===== src/design/hds_pkg.sv =====
// Shared types and constants for the heat diffusion stencil block.
package hds_pkg;

    localparam int TEMP_W     = 24;
    localparam int COEF_W     = 16;
    localparam int DIFF_W     = TEMP_W + 1;
    localparam int PROD_W     = DIFF_W + COEF_W + 1;
    localparam int SUM_W      = PROD_W + 2;
    localparam int FRAC_DROP  = 16;
    localparam int NV_W       = SUM_W - FRAC_DROP + 1;
    localparam int CFG_IDX_W  = 3;
    localparam int CFG_DATA_W = 24;
    localparam int AW_W       = 6;
    localparam int AH_W       = 13;

    typedef logic signed [TEMP_W-1:0] temp_t;
    typedef logic [COEF_W-1:0]        coef_t;

    localparam temp_t TEMP_MAX = 24'sh7FFFFF;
    localparam temp_t TEMP_MIN = 24'sh800000;

    localparam logic signed [SUM_W-1:0] ROUND_HALF = SUM_W'(64'd1 << (FRAC_DROP - 1));

    typedef enum logic [CFG_IDX_W-1:0] {
        REG_COEF_X        = 3'd0,
        REG_COEF_Y        = 3'd1,
        REG_EDGE_TEMP     = 3'd2,
        REG_ACTIVE_WIDTH  = 3'd3,
        REG_ACTIVE_HEIGHT = 3'd4
    } cfg_reg_t;

    typedef struct packed {
        temp_t temperature;
        logic  fixed_cell;
        logic  insulated_left;
        logic  insulated_right;
        logic  insulated_down;
        logic  insulated_up;
    } cell_beat_t;

    typedef struct packed {
        temp_t new_temperature;
        logic  saturated;
        logic  last_of_grid;
    } result_beat_t;

    typedef struct packed {
        cell_beat_t center;
        temp_t      left;
        temp_t      right;
        temp_t      down;
    } view_t;

    typedef struct packed {
        cell_beat_t center;
        temp_t      left;
        temp_t      right;
        temp_t      down;
        temp_t      up;
        logic       last;
    } stencil_t;

endpackage


===== src/design/hds_cell.sv =====
// One column of the line store: pending-row and previous-row entries and the local stencil view.
module hds_cell (
    input  logic                 clk,
    input  logic                 sel,
    input  logic                 wr_en,
    input  logic                 flush_mode,
    input  hds_pkg::cell_beat_t  wr_beat,
    input  hds_pkg::temp_t       left_cur,
    input  hds_pkg::temp_t       left_prev,
    input  hds_pkg::temp_t       right_cur,
    output hds_pkg::temp_t       cur_value,
    output hds_pkg::temp_t       prev_value,
    output hds_pkg::view_t       view
);

    hds_pkg::cell_beat_t cur_reg;
    hds_pkg::temp_t      prev_reg;

    always_ff @(posedge clk)
    begin
        if (wr_en)
        begin
            prev_reg <= cur_reg.temperature;
            cur_reg  <= wr_beat;
        end
    end

    assign cur_value  = cur_reg.temperature;
    assign prev_value = prev_reg;

    always_comb
    begin
        view = '0;
        if (sel)
        begin
            view.center = cur_reg;
            view.left   = flush_mode ? left_cur : left_prev;
            view.right  = right_cur;
            view.down   = prev_reg;
        end
    end

endmodule


===== config.mk =====
export PLATFORM = sky130hd
export DESIGN_NAME = hds_cell
export DESIGN_NICKNAME = d
export VERILOG_FILES = /design/src/design/hds_pkg.sv /design/src/design/hds_cell.sv
export SDC_FILE = /design/constraint.sdc
export NUM_CORES = 1
export LEC_CHECK = 0
export BUFFER_PORTS_ARGS = -buffer_cell sky130_fd_sc_hd__buf_4
export CELL_PAD_IN_SITES_DETAIL_PLACEMENT = 1
export CELL_PAD_IN_SITES_GLOBAL_PLACEMENT = 1
export CORE_MARGIN = 10
export CORE_UTILIZATION = 28
export DETAILED_ROUTE_END_ITERATION = 16
export PLACE_DENSITY_LB_ADDON = 0.1
export SKIP_CTS_REPAIR_TIMING = 1
export SYNTH_ARGS = -nofsm -noshare
export SYNTH_HDL_FRONTEND = slang
export SYNTH_SLANG_ARGS = --single-unit
export TNS_END_PERCENT = 30

===== constraint.sdc =====
create_clock -name clk -period 1.2 [get_ports clk]
set_input_delay 0.18 -clock clk [delete_from_list [all_inputs] [get_ports clk]]
set_output_delay 0.18 -clock clk [all_outputs]
set_load 0.03 [all_outputs]

Word level (Yosys, flattened, before mapping)
Cells that the tools add are included.

Bits of input ports: 105. Flip-flop bits (word level): 53. Output and inout bits: 149. Logic and storage cells: 9.

Mux-type cells: 2.

Operators by type and width (number): 101-bit two-way mux (1); 24-bit two-way mux (1).

Logic depth before layout (Yosys ltp)
Word-level depth: 2. Depth in mapped cells: 4. Depth with buffers taken out: 2.

Worst setup path before layout
Ideal clock, no wire load.

Kind: input-to-output. From: input port flush_mode. To: output port view[52] in the netlist's numbering. Arrival: 0.996 ns. Required time: 1.020 ns. Path buffers: 2. Slack: 0.024 ns. Stages on the path: 4. Path through: buf_6 > buf_12 > mux2i_1 > nor2b_1.

RTL lines: from (decl) (line hds_cell.sv:6) `input logic flush_mode,`; to (decl) (line hds_cell.sv:13) `output hds_pkg::view_t view`.

==> flow_summary_export.csv <==
group,metric,value,unit
route,drc,0,
flow_run,drv_cap,0,
global_routing,overflow,0,
worst_setup_path,crit_family,"flip-flops",
route,wl,12030,um
finish,layout-drive-gt1-share,72.01,%
route,drtAntennaViolNets,0,
synthesis,synth-adder-area-share,0,%
sta,worst_hold_slack,0.04870,ns
finish,nets,573,
status,failed_checks,"setup timing",
status,outcome,"finished with violations",
worst_setup_path,worst_ep_required_time,1.02,ns
clock_network,cts_tree,"done",
finish,finish.instance_area,0.005291,mm2
synthesis,yosys-top-cells-area,"edfxtp_1 (58%), and2_1 (18%), mux2i_1 (8.7%)",
sta,fmax,805.4,MHz
pwr,power_per_cell_area,1010,mW/mm2
worst_setup_path,cp_max_fo,3,
synthesis,synth_top_area_share,57.90,%
clock_network,cts_max_path_buffers,2,
synthesis,yosys.area.top_type,"edfxtp_1",
sta,worst_slack,-0.04158,ns
placed_design,dp_hpwl,9727,um
sta,skew,0.005330,ns
finish,syn2layout_area_growth,92.49,%
finish,final_cell_count_no_fill,601,
die,coreArea,0.009684,mm2
finish,fillers,1035,
synthesis,synthXorXnorAreaFrac,0,%
die,die-width,119.1,um
synthesis,synth_fp_nets,321,
global_routing,grt_max_degree,46,
sta,rsz0062_at_grt,"yes",
clock_network,cts_root_buffer,"clkbuf_8",
global_routing,grtUsageTotal,15.04,%
placed_design,place.gp.congestion,0.7624,
global_routing,grt_pass1_vias,2654,
finish,fin_util,54.64,%
synthesis,synth-seq-area-share,57.90,%
clock_network,clock-sinks,53,
synthesis,yosys.area_share.simple,22.99,%
placed_design,dp.cells,572,
synthesis,synth.distinct_cells,10,
die,io_pins,254,
clock_network,h-tree-depth,2,
die,die_h,119.1,um
synthesis,synth_area,0.002749,mm2
synthesis,synthMuxAreaShare,8.739,%
sta,finalHoldViolCount,0,
worst_setup_path,path_cells,"and2_4 > buf_6",
clock_network,numCtsBuffers,5,
sta,finalCritPeriodShare,103.5,%
worst_setup_path,crit_type,"flop to output port",
sta,tightestPinTransition,0.3007,ns
global_routing,grt_pass1_wl,16690,um
finish,num_antenna_cells,0,
worst_setup_path,end_kind,"output port",
worst_setup_path,path_buf_inv,1,
synthesis,synth_top_family_by_area,"simple AND/OR/NAND/NOR gates",
placed_design,port_buffers,253,
die,die_area,0.01418,mm2
worst_setup_path,cp_data_arrival_time,1.06,ns
synthesis,ys_ff_latch,53,
placed_design,dpl_cell_area,0.004652,mm2
finish,final_cell_mix,"buf_4 (205), buf_6 (73), edfxtp_1 (53), and2_4 (48), and2_1 (29)",
pwr,power.static_leakage,0.002538,uW
worst_setup_path,crit_slowest_cell,"edfxtp_1",
finish,final_common_cell,"buf_4",
global_routing,antenna_found_initial,0,
die,rows,36,
pwr,ir_drop,0.0005916,V
worst_setup_path,slowest_delay,0.45,ns
route,via_count,2537,
route,dr.pass1.iters,3,
sta,relSlewSlack,79.96,%
sta,drv_slew,0,
synthesis,ys_warn_count,0,
worst_setup_path,cp-start-kind,"flop",
worst_hold_path,hold_class,"input pin to flop",
sta,setup_violations,33,
sta,final.min_clock_period,1.242,ns
route,viasPerCell,4.221,
synthesis,synth_compound_gate_area_share,0,%
clock_network,clk_latency,0.29,ns
synthesis,postSynthAreaPerCell,12.73,um2
route,drtIter0Drc,91,
synthesis,synthCells,216,
route,routedWlPerCell,20.02,um
die,start_util,28.39,%
clock_network,path_clk_slew,0.09,ns
kinds of logic (layout without fill, tap and decap cells):
| family | after synthesis | after routing |
|---|---|---|
| muxes | 24 | 24 |
| buffers and inverters | 38 | 290 |
| and+or+nand+nor | 101 | 101 |
| DFF | 53 | 53 |
layout make-up:
class / instances / area (um2) / share of cell area (%)
Clock buffer: 5 / 68.82 / 1.301
Clock inverter: 2 / 11.26 / 0.2128
Timing Repair Buffer: 283 / 2461 / 46.51
Multi-Input combinational cell: 125 / 992.2 / 18.75
Tap cell: 133 / 166.4 / 3.145
Sequential cell: 53 / 1592 / 30.08
through the flow:
step / worst slack [ns] / power [uW] / TNS [ns]
6_report: -0.04158 / 5346 / -0.5993
5_1_grt: -0.08464 / 5583 / -2.988
4_1_cts: -0.09835 / 5113 / -2.177
3_5_place_dp: 0.03773 / 4163 / 0
3_3_place_gp: 0.07625 / 4133 / 0
2_1_floorplan: 0.02369 / 3319 / 0
final timing paths:
path              slack, ns               startpoint                       to  cells past startpoint
hold / removal         0.05               wr_beat[8]   cur_value[3]$_DFFE_PP_                      1
hold reg to reg        0.49   cur_value[8]$_DFFE_PP_  prev_value[8]$_DFFE_PP_                      0
setup reg to reg       0.39   cur_value[6]$_DFFE_PP_  prev_value[6]$_DFFE_PP_                      1
setup / recovery      -0.04  cur_value[11]$_DFFE_PP_                 view[88]                      2
power by group:
| group | leakage, uW | internal, uW | total [uW] | switching (uW) |
|---|---|---|---|---|
| logic | 0.00198 | 1010 | 2110 | 1100 |
| registers | 0.000519 | 2200 | 2290 | 89.1 |
| clock network | 0.0000377 | 393 | 947 | 553 |
| total | 0.00254 | 3610 | 5350 | 1740 |
layer usage:
metal / GRT usage [%] / up-vias / share of wire (%)
met4: 2.977 / 0 / 0.94
met3: 6.944 / 8 / 12
met5: 0 / - / 0
met1: 16.09 / 1186 / 35
li1: - / 1192 / -
met2: 26.66 / 151 / 52
Yosys cell counts (all sizes together):
| master | number |
|---|---|
| nor2b | 24 |
| buf | 29 |
| mux2i | 24 |
| clkbuf | 9 |
| edfxtp | 53 |
| and2 | 77 |
Note: power is estimated with default switching activity, not from simulation.
